## config.mk

```make
export PLATFORM = sky130hd
export DESIGN_NAME = antialiased_filled_circle_raster
export DESIGN_NICKNAME = d
export VERILOG_FILES = /design/src/sv/acr_pkg.sv /design/src/sv/acr_fifo.sv /design/src/sv/acr_engine.sv /design/src/sv/antialiased_filled_circle_raster.sv
export SDC_FILE = /design/constraint.sdc
export NUM_CORES = 2
export LEC_CHECK = 0
export BUFFER_PORTS_ARGS = -buffer_cell sky130_fd_sc_hd__buf_2
export CORE_MARGIN = 2
export CORE_UTILIZATION = 67
export DETAILED_ROUTE_END_ITERATION = 12
export PLACE_DENSITY = 0.95
export SYNTH_ARGS = -nofsm -noshare
export SYNTH_HDL_FRONTEND = slang
export SYNTH_SLANG_ARGS = --single-unit
export TNS_END_PERCENT = 10
```

## constraint.sdc

```tcl
create_clock -name clk -period 8.68 [get_ports clk]
set_input_delay 0.868 -clock clk [delete_from_list [all_inputs] [get_ports clk]]
set_output_delay 0.868 -clock clk [all_outputs]
set_load 0.1 [all_outputs]
```

## src/sv/acr_pkg.sv

```systemverilog
package acr_pkg;

  localparam int RADIUS_BITS_DEF   = 10;
  localparam int FRACTION_BITS_DEF = 8;
  localparam int ROW_W    = 11;
  localparam int COORD_W  = 16;
  localparam int CMP_W    = 16;
  localparam int COLOR_W  = 32;
  localparam int ALPHA_W  = 8;
  localparam int ALPHA_LSB = 24;
  localparam logic [COLOR_W-1:0] RGB_MASK = 32'h00FF_FFFF;
  localparam int NUM_SLOTS = 10;
  localparam int SLOT_W    = 4;

  typedef enum logic [1:0] {
    CFG_CENTER_X = 2'd0,
    CFG_CENTER_Y = 2'd1,
    CFG_RADIUS   = 2'd2,
    CFG_COLOR    = 2'd3
  } cfg_idx_t;

  typedef enum logic [2:0] {
    S_IDLE, S_CHECK, S_MUL, S_SUB, S_SQRT, S_FADE, S_UPD, S_EMIT
  } eng_state_t;

  typedef struct packed {
    logic [COORD_W-1:0] x_first;
    logic [COORD_W-1:0] x_final;
    logic [COORD_W-1:0] y;
    logic [COLOR_W-1:0] color;
    logic               last;
    logic               done;
  } res_t;

  typedef struct packed {
    logic [COORD_W-1:0] cx;
    logic [COORD_W-1:0] cy;
    logic [COLOR_W-1:0] argb;
  } geom_t;

endpackage

```

## src/sv/acr_fifo.sv

```systemverilog
module acr_fifo import acr_pkg::*; #(
  parameter int WIDTH = 1,
  parameter int DEPTH = 2
) (
  input  logic             clk,
  input  logic             rst_n,
  input  logic             push,
  input  logic [WIDTH-1:0] wdata,
  output logic             full,
  input  logic             pop,
  output logic [WIDTH-1:0] rdata,
  output logic             empty
);

  localparam int AW = (DEPTH > 1) ? $clog2(DEPTH) : 1;

  logic [WIDTH-1:0] mem [DEPTH];
  logic [AW:0] wp_r, wp_nxt, rp_r, rp_nxt;

  assign empty = (wp_r == rp_r);
  assign full  = (wp_r[AW-1:0] == rp_r[AW-1:0]) && (wp_r[AW] != rp_r[AW]);
  assign rdata = mem[rp_r[AW-1:0]];

  always_comb begin
    wp_nxt = wp_r;
    rp_nxt = rp_r;
    if (push && !full) wp_nxt = wp_r + 1'b1;
    if (pop && !empty) rp_nxt = rp_r + 1'b1;
  end

  always_ff @(posedge clk) begin
    if (!rst_n) begin
      wp_r <= '0;
      rp_r <= '0;
    end else begin
      wp_r <= wp_nxt;
      rp_r <= rp_nxt;
    end
  end

  always_ff @(posedge clk) begin
    if (push && !full) mem[wp_r[AW-1:0]] <= wdata;
  end

endmodule

```

## src/sv/acr_engine.sv

```systemverilog
module acr_engine import acr_pkg::*; #(
  parameter int RADIUS_BITS   = RADIUS_BITS_DEF,
  parameter int FRACTION_BITS = FRACTION_BITS_DEF
) (
  input  logic                   clk,
  input  logic                   rst_n,
  input  logic                   q_empty,
  input  logic                   q_start,
  output logic                   q_pop,
  input  geom_t                  geom,
  input  logic [RADIUS_BITS-1:0] rad,
  input  logic                   o_full,
  output logic                   o_push,
  output res_t                   o_data
);

  localparam int RB   = RADIUS_BITS;
  localparam int FB   = FRACTION_BITS;
  localparam int RW   = RB + FB;
  localparam int SW   = 2 * RB + 2 * FB;
  localparam int VW   = 2 * RB;
  localparam int IIW  = 2 * ROW_W;
  localparam int PW   = (VW > IIW) ? VW : IIW;
  localparam int FW   = ALPHA_W + FB;
  localparam int CNTW = $clog2(RW);

  eng_state_t state_r, state_nxt;
  logic [ROW_W-1:0]  row_r, row_nxt, rim_r, rim_nxt;
  logic [FW-1:0]     pfade_r, pfade_nxt, fade_r, fade_nxt;
  logic              fill_r, fill_nxt, active_r, active_nxt;
  logic [VW-1:0]     rr_r, rr_nxt;
  logic [IIW-1:0]    ii_r, ii_nxt;
  logic [SW-1:0]     op_r, op_nxt;
  logic [RW-1:0]     root_r, root_nxt;
  logic [RW+1:0]     rem_r, rem_nxt;
  logic [CNTW-1:0]   cnt_r, cnt_nxt;
  logic [SLOT_W-1:0] k_r, k_nxt;
  logic [NUM_SLOTS-1:0] en_r, en_nxt;
  logic [ROW_W-1:0]  hw_r, hw_nxt, ei_r, ei_nxt;
  logic [COLOR_W-1:0] ecol_r, ecol_nxt;
  logic              edone_r, edone_nxt;

  logic [PW-1:0]     rr_e, ii_e;
  logic [VW-1:0]     v;
  logic [RW+3:0]     t, trial;
  logic [ROW_W-1:0]  i1, j;
  logic [RB-1:0]     s;
  logic [CMP_W-1:0]  rad_c, row_c, i1_c;
  logic              dn;

  assign rad_c = CMP_W'(rad);
  assign row_c = CMP_W'(row_r);

  always_comb begin
    state_nxt = state_r;
    row_nxt = row_r;   rim_nxt = rim_r;   pfade_nxt = pfade_r;
    fade_nxt = fade_r; fill_nxt = fill_r; active_nxt = active_r;
    rr_nxt = rr_r;     ii_nxt = ii_r;     op_nxt = op_r;
    root_nxt = root_r; rem_nxt = rem_r;   cnt_nxt = cnt_r;
    k_nxt = k_r;       en_nxt = en_r;     hw_nxt = hw_r;
    ei_nxt = ei_r;     ecol_nxt = ecol_r; edone_nxt = edone_r;
    q_pop = 1'b0;
    o_push = 1'b0;
    rr_e = PW'(rr_r);
    ii_e = PW'(ii_r);
    v = (rr_e > ii_e) ? VW'(rr_e - ii_e) : '0;
    t = {rem_r, op_r[SW-1:SW-2]};
    trial = {2'b00, root_r, 2'b01};
    i1 = row_r + 1'b1;
    i1_c = CMP_W'(i1);
    j = rim_r;
    s = root_r[RW-1:FB];
    dn = 1'b0;
    unique case (state_r)
      S_IDLE: begin
        if (!q_empty) begin
          q_pop = 1'b1;
          if (q_start) begin
            row_nxt = '0;
            rim_nxt = ROW_W'(rad_c + CMP_W'(1));
            pfade_nxt = '0;
            fill_nxt = 1'b0;
            active_nxt = 1'b1;
          end
          state_nxt = S_CHECK;
        end
      end
      S_CHECK: begin
        if (!active_r) begin
          state_nxt = S_IDLE;
        end else if (fill_r && !(row_c < rad_c)) begin
          active_nxt = 1'b0;
          state_nxt = S_IDLE;
        end else begin
          state_nxt = S_MUL;
        end
      end
      S_MUL: begin
        rr_nxt = {{RB{1'b0}}, rad} * {{RB{1'b0}}, rad};
        ii_nxt = {{ROW_W{1'b0}}, row_r} * {{ROW_W{1'b0}}, row_r};
        state_nxt = S_SUB;
      end
      S_SUB: begin
        op_nxt = {v, {(2 * FB){1'b0}}};
        root_nxt = '0;
        rem_nxt = '0;
        cnt_nxt = '0;
        state_nxt = S_SQRT;
      end
      S_SQRT: begin
        // one root bit per cycle, restoring
        if (t >= trial) begin
          rem_nxt = (RW+2)'(t - trial);
          root_nxt = {root_r[RW-2:0], 1'b1};
        end else begin
          rem_nxt = (RW+2)'(t);
          root_nxt = {root_r[RW-2:0], 1'b0};
        end
        op_nxt = {op_r[SW-3:0], 2'b00};
        cnt_nxt = cnt_r + 1'b1;
        if (cnt_r == CNTW'(RW - 1)) state_nxt = S_FADE;
      end
      S_FADE: begin
        if (rem_r == '0) begin
          fade_nxt = {geom.argb[COLOR_W-1:ALPHA_LSB], {FB{1'b0}}};
        end else begin
          fade_nxt = {{FB{1'b0}}, geom.argb[COLOR_W-1:ALPHA_LSB]} *
                     {{ALPHA_W{1'b0}}, root_r[FB-1:0]};
        end
        state_nxt = S_UPD;
      end
      S_UPD: begin
        if (!fill_r) begin
          if (fade_r > pfade_r && j != '0) j = j - 1'b1;
          pfade_nxt = fade_r;
          rim_nxt = j;
          hw_nxt = j;
          ecol_nxt = {fade_r[FW-1:FB], geom.argb[ALPHA_LSB-1:0]};
          en_nxt[0] = 1'b1;
          en_nxt[1] = 1'b1;
          en_nxt[2] = (row_r != '0);
          en_nxt[3] = (row_r != '0);
          en_nxt[4] = (row_r != j);
          en_nxt[5] = (row_r != j);
          en_nxt[6] = (row_r != j) && (row_r != '0);
          en_nxt[7] = (row_r != j) && (row_r != '0);
          en_nxt[8] = (j != '0);
          en_nxt[9] = (j != '0) && (row_r != '0);
          if (!(i1 < j)) begin
            fill_nxt = 1'b1;
            dn = !(i1_c < rad_c);
          end
        end else begin
          hw_nxt = ROW_W'(CMP_W'(s) + CMP_W'(rem_r != '0));
          en_nxt = '0;
          en_nxt[8] = 1'b1;
          en_nxt[9] = 1'b1;
          dn = !(i1_c < rad_c);
        end
        ei_nxt = row_r;
        row_nxt = i1;
        edone_nxt = dn;
        if (dn) active_nxt = 1'b0;
        k_nxt = '0;
        state_nxt = S_EMIT;
      end
      S_EMIT: begin
        if (!(en_r[k_r] && o_full)) begin
          o_push = en_r[k_r];
          if (k_r == SLOT_W'(NUM_SLOTS - 1)) state_nxt = S_IDLE;
          else k_nxt = k_r + 1'b1;
        end
      end
      default: state_nxt = S_IDLE;
    endcase
  end

  logic [COORD_W-1:0] iw, jw, ax, ay;
  logic later;

  always_comb begin
    iw = COORD_W'(ei_r);
    jw = COORD_W'(hw_r);
    ax = geom.cx;
    ay = geom.cy;
    o_data.color = ecol_r;
    case (k_r)
      4'd0: begin ax = geom.cx + iw; ay = geom.cy + jw; end
      4'd1: begin ax = geom.cx + iw; ay = geom.cy - jw; end
      4'd2: begin ax = geom.cx - iw; ay = geom.cy + jw; end
      4'd3: begin ax = geom.cx - iw; ay = geom.cy - jw; end
      4'd4: begin ax = geom.cx + jw; ay = geom.cy + iw; end
      4'd5: begin ax = geom.cx - jw; ay = geom.cy + iw; end
      4'd6: begin ax = geom.cx + jw; ay = geom.cy - iw; end
      4'd7: begin ax = geom.cx - jw; ay = geom.cy - iw; end
      4'd8: begin ay = geom.cy + iw; o_data.color = geom.argb; end
      default: begin ay = geom.cy - iw; o_data.color = geom.argb; end
    endcase
    if (k_r >= SLOT_W'(8)) begin
      o_data.x_first = geom.cx - jw + COORD_W'(1);
      o_data.x_final = geom.cx + jw - COORD_W'(1);
    end else begin
      o_data.x_first = ax;
      o_data.x_final = ax;
    end
    o_data.y = ay;
    later = 1'b0;
    for (int m = 0; m < NUM_SLOTS; m++) begin
      if (SLOT_W'(m) > k_r && en_r[m]) later = 1'b1;
    end
    o_data.last = !later;
    o_data.done = edone_r;
  end

  always_ff @(posedge clk) begin
    if (!rst_n) begin
      state_r  <= S_IDLE;
      row_r    <= '0;
      rim_r    <= '0;
      pfade_r  <= '0;
      fill_r   <= 1'b0;
      active_r <= 1'b0;
    end else begin
      state_r  <= state_nxt;
      row_r    <= row_nxt;
      rim_r    <= rim_nxt;
      pfade_r  <= pfade_nxt;
      fill_r   <= fill_nxt;
      active_r <= active_nxt;
    end
  end

  always_ff @(posedge clk) begin
    fade_r  <= fade_nxt;
    rr_r    <= rr_nxt;
    ii_r    <= ii_nxt;
    op_r    <= op_nxt;
    root_r  <= root_nxt;
    rem_r   <= rem_nxt;
    cnt_r   <= cnt_nxt;
    k_r     <= k_nxt;
    en_r    <= en_nxt;
    hw_r    <= hw_nxt;
    ei_r    <= ei_nxt;
    ecol_r  <= ecol_nxt;
    edone_r <= edone_nxt;
  end

endmodule

```

## src/sv/antialiased_filled_circle_raster.sv

```systemverilog
// Antialiased filled circle rasterizer, one row per input item.
// Config: write cfg_wdata to register cfg_index (0 center_x, 1 center_y,
// 2 radius, 3 argb_color) with cfg_wr_en; only while the block is idle.
// Input: push an item (in_start_req) when in_full is low. start_req=1
// restarts at row 0, start_req=0 advances one row; nothing comes out
// for an advance while no circle is active.
// Output: while out_empty is low the oldest run is on the out_ ports; pop
// takes it. last_of_row marks the final run of an item, circle_done marks
// every run of the item that finished the circle.
// Per row: control states and a bit-serial square root of
// RADIUS_BITS+FRACTION_BITS bits, then ten emit slots; an enabled slot
// waits while the output queue is full. The square root unit
// and the emit sequencer are the limit. A two-entry input queue lets
// items be taken while the engine works.
// Reset (synchronous, rst_n low) empties both queues, clears the circle
// state and the config registers. A stalled receiver backs up the output queue;
// the engine then holds in place and the input queue fills and raises full.
module antialiased_filled_circle_raster import acr_pkg::*; #(
  parameter int RADIUS_BITS   = RADIUS_BITS_DEF,
  parameter int FRACTION_BITS = FRACTION_BITS_DEF
) (
  input  logic                  clk,
  input  logic                  rst_n,
  input  logic                  in_push,
  output logic                  in_full,
  input  logic                  in_start_req,
  output logic                  out_empty,
  input  logic                  out_pop,
  output logic signed [15:0]    out_span_x_first,
  output logic signed [15:0]    out_span_x_final,
  output logic signed [15:0]    out_span_y,
  output logic [31:0]           out_pixel_color,
  output logic                  out_last_of_row,
  output logic                  out_circle_done,
  input  logic                  cfg_wr_en,
  input  logic [1:0]            cfg_index,
  input  logic [31:0]           cfg_wdata
);

  geom_t geom_r, geom_nxt;
  logic [RADIUS_BITS-1:0] radius_r, radius_nxt;

  always_comb begin
    geom_nxt = geom_r;
    radius_nxt = radius_r;
    if (cfg_wr_en) begin
      unique case (cfg_idx_t'(cfg_index))
        CFG_CENTER_X: geom_nxt.cx = cfg_wdata[COORD_W-1:0];
        CFG_CENTER_Y: geom_nxt.cy = cfg_wdata[COORD_W-1:0];
        CFG_RADIUS:   radius_nxt = RADIUS_BITS'(cfg_wdata[9:0]);
        CFG_COLOR:    geom_nxt.argb = cfg_wdata;
        default:      geom_nxt = geom_r;
      endcase
    end
  end

  always_ff @(posedge clk) begin
    if (!rst_n) begin
      geom_r   <= '0;
      radius_r <= '0;
    end else begin
      geom_r   <= geom_nxt;
      radius_r <= radius_nxt;
    end
  end

  logic q_empty, q_pop, q_start;
  logic o_full, o_push;
  res_t o_wdata, o_rdata;

  acr_fifo #(.WIDTH(1), .DEPTH(2)) u_in_q (
    .clk(clk), .rst_n(rst_n),
    .push(in_push), .wdata(in_start_req), .full(in_full),
    .pop(q_pop), .rdata(q_start), .empty(q_empty)
  );

  acr_engine #(.RADIUS_BITS(RADIUS_BITS), .FRACTION_BITS(FRACTION_BITS)) u_eng (
    .clk(clk), .rst_n(rst_n),
    .q_empty(q_empty), .q_start(q_start), .q_pop(q_pop),
    .geom(geom_r), .rad(radius_r),
    .o_full(o_full), .o_push(o_push), .o_data(o_wdata)
  );

  acr_fifo #(.WIDTH($bits(res_t)), .DEPTH(4)) u_out_q (
    .clk(clk), .rst_n(rst_n),
    .push(o_push), .wdata(o_wdata), .full(o_full),
    .pop(out_pop), .rdata(o_rdata), .empty(out_empty)
  );

  assign out_span_x_first = o_rdata.x_first;
  assign out_span_x_final = o_rdata.x_final;
  assign out_span_y       = o_rdata.y;
  assign out_pixel_color  = o_rdata.color;
  assign out_last_of_row  = o_rdata.last;
  assign out_circle_done  = o_rdata.done;

endmodule

```

# [Yosys cells after proc, flatten, opt, wreduce, memory -nomap -nowiden]
# Memories as Yosys holds them, arrays and structs flattened. A register that Yosys moved wholly into a read port is not among the register bits.
# Cells that the tools add are included.
[classes] addsub=22 n_mul=3 n_lt_le_gt_ge=18 n_eq_ne=35 mux=76 bitwise=1 reduce_logical=58
[ops] operator="11-bit 2-to-1 mux" count=9
[ops] operator="36-bit one-hot mux with 2 select lines" count=1
[ops] operator="16-bit by 11-bit adder with 16-bit output" count=4
[ops] operator="16-bit 2-to-1 mux" count=4
[ops] operator="32-bit 2-to-1 mux" count=2
[ops] operator="16-bit one-hot mux with 4 select lines" count=1
[ops] operator="16-bit by 11-bit subtractor with 16-bit output" count=4
[ops] operator="16-bit one-hot mux with 3 select lines" count=1
[ops] operator="11-bit one-hot mux with 2 select lines" count=2
[ops] operator="20-bit 2-to-1 mux" count=2
[ops] operator="20-bit one-hot mux with 2 select lines" count=1
[ops] operator="20-bit subtractor" count=2
[ops] operator="18-bit one-hot mux with 2 select lines" count=1
[ops] operator="1-bit 2-to-1 mux" count=34
[ops] operator="11-bit nonzero test" count=3
[ops] operator="16-bit one-hot mux with 2 select lines" count=1
[ops] operator="3-bit one-hot mux with 8 select lines" count=1
[ops] operator="22-bit by 20-bit >= comparator with 1-bit output" count=1
[ops] operator="20-bit by 22-bit greater-than comparator with 1-bit output" count=1
[ops] operator="11-bit by 10-bit < comparator with 1-bit output" count=2
[ops] operator="11-bit by 11-bit multiplier with 22-bit output" count=1
[ops] operator="1-bit logical AND" count=21
[ops] operator="20-bit zero test" count=1
[ops] operator="10-bit by 10-bit multiplier with 20-bit output" count=1
[ops] operator="58 further kinds" count=112
[totals] ff_bits=333 ramBits=330 in_bits=40 memories=2
[mem_list] name="u_out_q.mem" depth=4 word_bits=82 rd=1 rd_clocked_by_memory_dff=1 write_ports=1 line="acr_fifo.sv:17" text="logic [WIDTH-1:0] mem [DEPTH];"
[mem_list] name="u_in_q.mem" depth=2 word_bits=1 rd=1 rd_clocked_by_memory_dff=1 write_ports=1 line="acr_fifo.sv:17"

# [Longest topological paths before layout]
[logic_depth] depth_word=13 ltp_mapped=23 ltp_nobuf=21

# [Modules after synthesis]
# From an unflattened synthesis, not the netlist that was laid out.
[unflattened] hier_cells=3761 hier_area_um2=40904.2
[modules_own_cells] module="acr_engine" instances=1 cells_each=2953 area_each_um2=25406.9 seq_area_each_um2=6386.1
[modules_own_cells] module="acr_fifo (u_out_q)" instances=1 cells_each=496 area_each_um2=12350.6 seq_area_each_um2=10009.6
[modules_own_cells] module="antialiased_filled_circle_raster" instances=1 cells_each=278 area_each_um2=2820.2 seq_area_each_um2=1481.4
[modules_own_cells] module="acr_fifo (u_in_q)" instances=1 cells_each=34 area_each_um2=326.6 seq_area_each_um2=160.2

# [Worst setup path after synthesis]
# Ideal clock, no wire load.
[synth_path] path_type="register to register" from="register u_eng.state_r[0]" to="register u_eng.cnt_r[0], enable pin" arrival_ns=5.139 required_time_ns=8.109 path_slack_ns=2.970 stages_incl_launch_ff=4 synth_period_minus_slack_ns=5.710 cell_sequence="dfxtp_1 clkbuf_1 nand2_1 o21ai_0"
[synth_between] elab_chain_len=2
[synth_rtl] element="start, declared" line="acr_engine.sv:27" text="eng_state_t state_r, state_nxt;"
[synth_rtl] element="start signal, assigned" line="acr_engine.sv:224" text="state_r <= state_nxt;"
[synth_rtl] element="3-bit by 2-bit == test with 1-bit output / 3-bit == test (equally long branches)" line="acr_engine.sv:74" text="unique case (state_r)"
[synth_rtl] element="2-bit nonzero test (no source line) (*)"
[synth_rtl] element="end signal, assigned" line="acr_engine.sv:240" text="cnt_r <= cnt_nxt;"
[synth_rtl] element="end, declared" line="acr_engine.sv:36" text="logic [CNTW-1:0] cnt_r, cnt_nxt;"
# Mark *: on every way between the ends. The rest lies on a longest branch, timed or not.
# A chain may end at the register's enable or synchronous reset.

==> Flow_metrics.wiki <==
{| class="wikitable"
! Metric !! Value
|-
| Fin. Hold Viols || 0
|-
| Placed Area || 41,700 um2
|-
| Total of warnings raised by yosys || 0
|-
| Number of rows in the core area || 90
|-
| Critical Path, Cell by Cell || buf_4 > inv_1 > o31a_1 > nand3_1 > o311ai_0 > ha_1 > or3_1 > o21ai_0 > a21oi_1 > a211o_1 > o211ai_1 > o2111ai_1 > a21oi_1 > xnor2_1
|-
| Final critical path time including I/O delays and setup || 6.41 ns
|-
| Number of setup buffers added after CTS || 0
|-
| GRT Residual Overflow || 0
|-
| Net Count, Synth || 4,214
|-
| Result of the run || finished with violations
|-
| DIE HEIGHT || 250 um
|-
| Via count || 31.2k
|-
| Signed area change from the synthesized netlist to the final layout || 8.37%
|-
| Static power due to leakage || 17.8 nW
|-
| Worst-Margin Slew || 1.46 ns
|-
| Layout cells sized above 1 || 11.1%
|-
| Largest fanout on the critical path || 27
|-
| RSZ-0062 raised after global routing || false
|-
| Overall routed net length || 111,000 um
|-
| Period Utilization, post-route || 73.8%
|-
| Proportion of register bits with asynchronous set or reset after synthesis || 0%
|-
| Required time worst endpoint || 9.10 ns
|-
| Root Buffer || sky130_fd_sc_hd__clkbuf_16
|-
| Type of the tightest min-delay check || in -> reg
|-
| Detailed placer's ending HPWL || 72,700 um
|-
| Post-detailed-route count of antenna-violating nets || 0
|-
| Sequential element share of the synthesized area || 44.2%
|-
| Category of the worst setup path capture point || flip-flop
|-
| Wire length of the first global-routing pass || 172,000 um
|-
| TritonCTS clock tree || done
|-
| Via count of the first global-routing pass || 31.2k
|-
| Hold Crit Endpoint || u_in_q.mem[1]
|-
| Type of the setup path with the least slack || reg -> reg
|-
| R2r setup slk || 2.27 ns
|-
| Die X || 250 um
|-
| Global placer's final weighted congestion || 1.00
|-
| Resized cells post-CTS || 0
|-
| Post-route cell area || 43,900 um2
|-
| Launching element type of the critical path || flip-flop
|-
| Final clock skew || 0.0559 ns
|-
| Cells after synthesis || 3,728
|-
| Start of the worst register-to-register path || u_eng.k_r[3]
|-
| Startpoint of the most critical hold path || in_start_req
|-
| Number of buffer cells added on primary ports || 123
|-
| Timing-limited maximum frequency || 156 MHz
|-
| Average detailed-routed wire length per instance || 23.9 um
|-
| Avg Synthesized Cell Area || 10.9 um2
|-
| Flip-flop cell with the highest count after synthesis || sky130_fd_sc_hd__edfxtp_1
|-
| Pin count of the biggest net entering global routing || 76
|-
| Initial antenna violation count || 7
|-
| Post-CTS Hold Fix Bufs || 0
|-
| Crit path arrival time || 6.83 ns
|-
| I/O pin cnt || 124
|-
| Number of detailed-routing iterations run before antenna repair || 10
|-
| Hold depth || 1
|-
| Final layout net count || 4,274
|-
| Overall die area || 62,400 um2
|-
| Clock latency on the worst-skew pair || 0.65 ns
|-
| Clock buffers created by TritonCTS || 66
|-
| Cell area power density || 177 nW/um2
|-
| Final routed DRC violation total || 0
|-
| Clk buf depth || 3
|-
| Final-layout setup total negative slack || 0 ns
|-
| Violation count after the first detailed-routing iteration || 4,193
|-
| Post-detailed-route via-to-cell ratio || 6.74
|-
| Maximum vdd drop || 0.178 mV
|-
| Violations in the final reports || max-capacitance violations
|-
| Normalized max-slew margin || 1.27%
|-
| Setup-violating endpoint count in the final report || 0
|-
| Initial core utilization || 67.5%
|-
| DP Cell Count || 4,502
|-
| Cell Count, Final, Fillers Out || 4,630
|-
| Top cell by count, worst path || sky130_fd_sc_hd__a21oi_1
|-
| Library cells used by synthesis || 99
|-
| Max stage delay on crit path || 1.39 ns
|-
| Max-cap violation count || 1
|-
| Total routing resource utilization after global routing || 35.3%
|-
| Top cell family by delay on the critical path || compound AO/OA/AOI/OAI gates
|-
| Critical path buffers and inverters || 2
|-
| Mapped cell area || 40,500 um2
|-
| Worst-path clk slew || 0.07 ns
|-
| H-tree lvl count || 3
|-
| Pins over their slew limit || 0
|-
| Area of the core || 60,000 um2
|-
| Sink Count || 640
|-
| #FFs+latches synth || 640
|-
| Endpoint of the lowest-slack register-to-register path || u_out_q.mem[0][49]
|-
| Slowest cell on the critical path || sky130_fd_sc_hd__o311ai_0
|-
| Number of enable flip-flop cells after synthesis || 510
|-
| Path depth of the worst reg2reg path || 14
|}
## cells in the mapped netlist, types with 17 or more instances
cell / n / area (um2)
sky130_fd_sc_hd__edfxtp_1: 510 / 15300
sky130_fd_sc_hd__nand2_1: 382 / 1430
sky130_fd_sc_hd__inv_1: 375 / 1410
sky130_fd_sc_hd__ha_1: 294 / 3680
sky130_fd_sc_hd__nor2_1: 271 / 1020
sky130_fd_sc_hd__a21oi_1: 221 / 1110
sky130_fd_sc_hd__fa_1: 152 / 3040
sky130_fd_sc_hd__xnor2_1: 149 / 1310
sky130_fd_sc_hd__dfxtp_1: 130 / 2600
sky130_fd_sc_hd__clkbuf_1: 125 / 469
sky130_fd_sc_hd__o21ai_0: 119 / 596
sky130_fd_sc_hd__nand3_1: 86 / 430
sky130_fd_sc_hd__mux4_2: 82 / 1850
sky130_fd_sc_hd__nor3_1: 67 / 335
sky130_fd_sc_hd__and2_1: 66 / 413
sky130_fd_sc_hd__xor2_1: 65 / 569
sky130_fd_sc_hd__a21o_1: 51 / 383
sky130_fd_sc_hd__mux2_2: 40 / 450
sky130_fd_sc_hd__or3_1: 36 / 225
sky130_fd_sc_hd__nor2b_1: 29 / 181
sky130_fd_sc_hd__mux2i_1: 28 / 280
sky130_fd_sc_hd__nor4_1: 23 / 144
sky130_fd_sc_hd__a211oi_1: 22 / 165
sky130_fd_sc_hd__and3_1: 22 / 138
sky130_fd_sc_hd__o21a_1: 21 / 158
sky130_fd_sc_hd__nand2b_1: 20 / 125
sky130_fd_sc_hd__nand4_1: 20 / 125
sky130_fd_sc_hd__a22oi_1: 19 / 143
sky130_fd_sc_hd__a31oi_1: 17 / 106
sky130_fd_sc_hd__or2_2: 17 / 106
## metrics by stage
stage / hold WS, ns / util, % / power (mW) / worst slack, ns
finish: 0.433 / 73.1 / 7.77 / 2.27
global route: 0.421 / 73.1 / 7.98 / 2.07
CTS: 0.420 / 73.1 / 7.70 / 2.47
detailed placement: 0.443 / 69.5 / 4.87 / 2.51
global placement: 0.436 / 69.5 / 4.84 / 2.65
floorplan: 0.424 / - / 4.49 / 2.97
## where the power goes
group / switching, mW / internal, mW
logic: 0.927 / 0.471
registers: 0.0928 / 3.41
clock network: 1.30 / 1.56
## state kept, by name, indices dropped and copies added, names as in the netlist, 4 cells and up, named ones only
register and count:
geom_r 64, radius_r 10, u_eng.cnt_r 5, u_eng.ecol_r 32
u_eng.ei_r 11, u_eng.en_r 6, u_eng.fade_r 16, u_eng.hw_r 11
u_eng.ii_e 21, u_eng.k_r 4, u_eng.op_r 20, u_eng.pfade_r 16
u_eng.rem_r 20, u_eng.rim_r 11, u_eng.root_r 18, u_eng.row_r 11
u_eng.rr_r 19, u_out_q.mem 324
## how the worst max path moves through the flow
stage | startpoint | end | cells after the start
floorplan | u_eng.state_r[0] | u_eng.cnt_r[0] | 3
global placement | u_eng.row_r[7] | u_eng.ii_e[21] | 21
detailed placement | u_eng.row_r[7] | u_eng.ii_e[21] | 21
CTS | u_eng.row_r[7] | u_eng.ii_e[21] | 21
global route | u_eng.row_r[7] | u_eng.ii_e[21] | 21
finish | u_eng.k_r[3] | u_out_q.mem[0][49] | 14
## cell type report
class | count | area [um2]
multi-input combinational | 2548 | 20600
sequential | 640 | 17900
fill | 3596 | 16100
clock buffer | 88 | 1760
inverter | 386 | 1450
tap | 782 | 978
timing repair buffer | 146 | 788
clock inverter | 33 | 400
antenna | 7 | 17.5
## cell families (layout without fill, tap and decap cells)
kind of cell | Yosys count | count (layout) | synth area share [%]
AOI/OAI and AO/OA | 650 | 650 | 10.4
xor gates and xnor gates | 215 | 215 | 4.67
adders and majority gates | 446 | 446 | 16.6
buffers and inverters | 540 | 653 | 5.13
DFF | 640 | 640 | 44.2
muxes | 150 | 150 | 6.36
other | 0 | 7 | 0
and+or+nand+nor | 1087 | 1087 | 12.6
## metal layers
layer,vias up,GRT usage [%],share of wire (%)
met5,-,0,0.012
met4,2,19.6,6.6
met3,676,8.31,12
met2,2409,57.5,47
met1,14775,43.6,34
li1,13341,-,-
## placed cells by master (no fill, tap or decap), types with 20 or more instances in the layout
cell                        count
sky130_fd_sc_hd__edfxtp_1     510
sky130_fd_sc_hd__nand2_1      382
sky130_fd_sc_hd__inv_1        375
sky130_fd_sc_hd__ha_1         294
sky130_fd_sc_hd__nor2_1       268
sky130_fd_sc_hd__a21oi_1      221
sky130_fd_sc_hd__fa_1         152
sky130_fd_sc_hd__xnor2_1      149
sky130_fd_sc_hd__dfxtp_1      128
sky130_fd_sc_hd__buf_2        123
sky130_fd_sc_hd__o21ai_0      118
sky130_fd_sc_hd__nand3_1       86
sky130_fd_sc_hd__mux4_2        82
sky130_fd_sc_hd__nor3_1        66
sky130_fd_sc_hd__clkbuf_16     66
sky130_fd_sc_hd__xor2_1        65
sky130_fd_sc_hd__and2_1        62
sky130_fd_sc_hd__a21o_1        51
sky130_fd_sc_hd__mux2_2        40
sky130_fd_sc_hd__or3_1         36
sky130_fd_sc_hd__nor2b_1       29
sky130_fd_sc_hd__mux2i_1       28
sky130_fd_sc_hd__nor4_1        23
sky130_fd_sc_hd__buf_4         23
sky130_fd_sc_hd__a211oi_1      22
sky130_fd_sc_hd__and3_1        22
sky130_fd_sc_hd__o21a_1        21
sky130_fd_sc_hd__nand4_1       20
sky130_fd_sc_hd__nand2b_1      20
(Power assumes the default switching activity.)
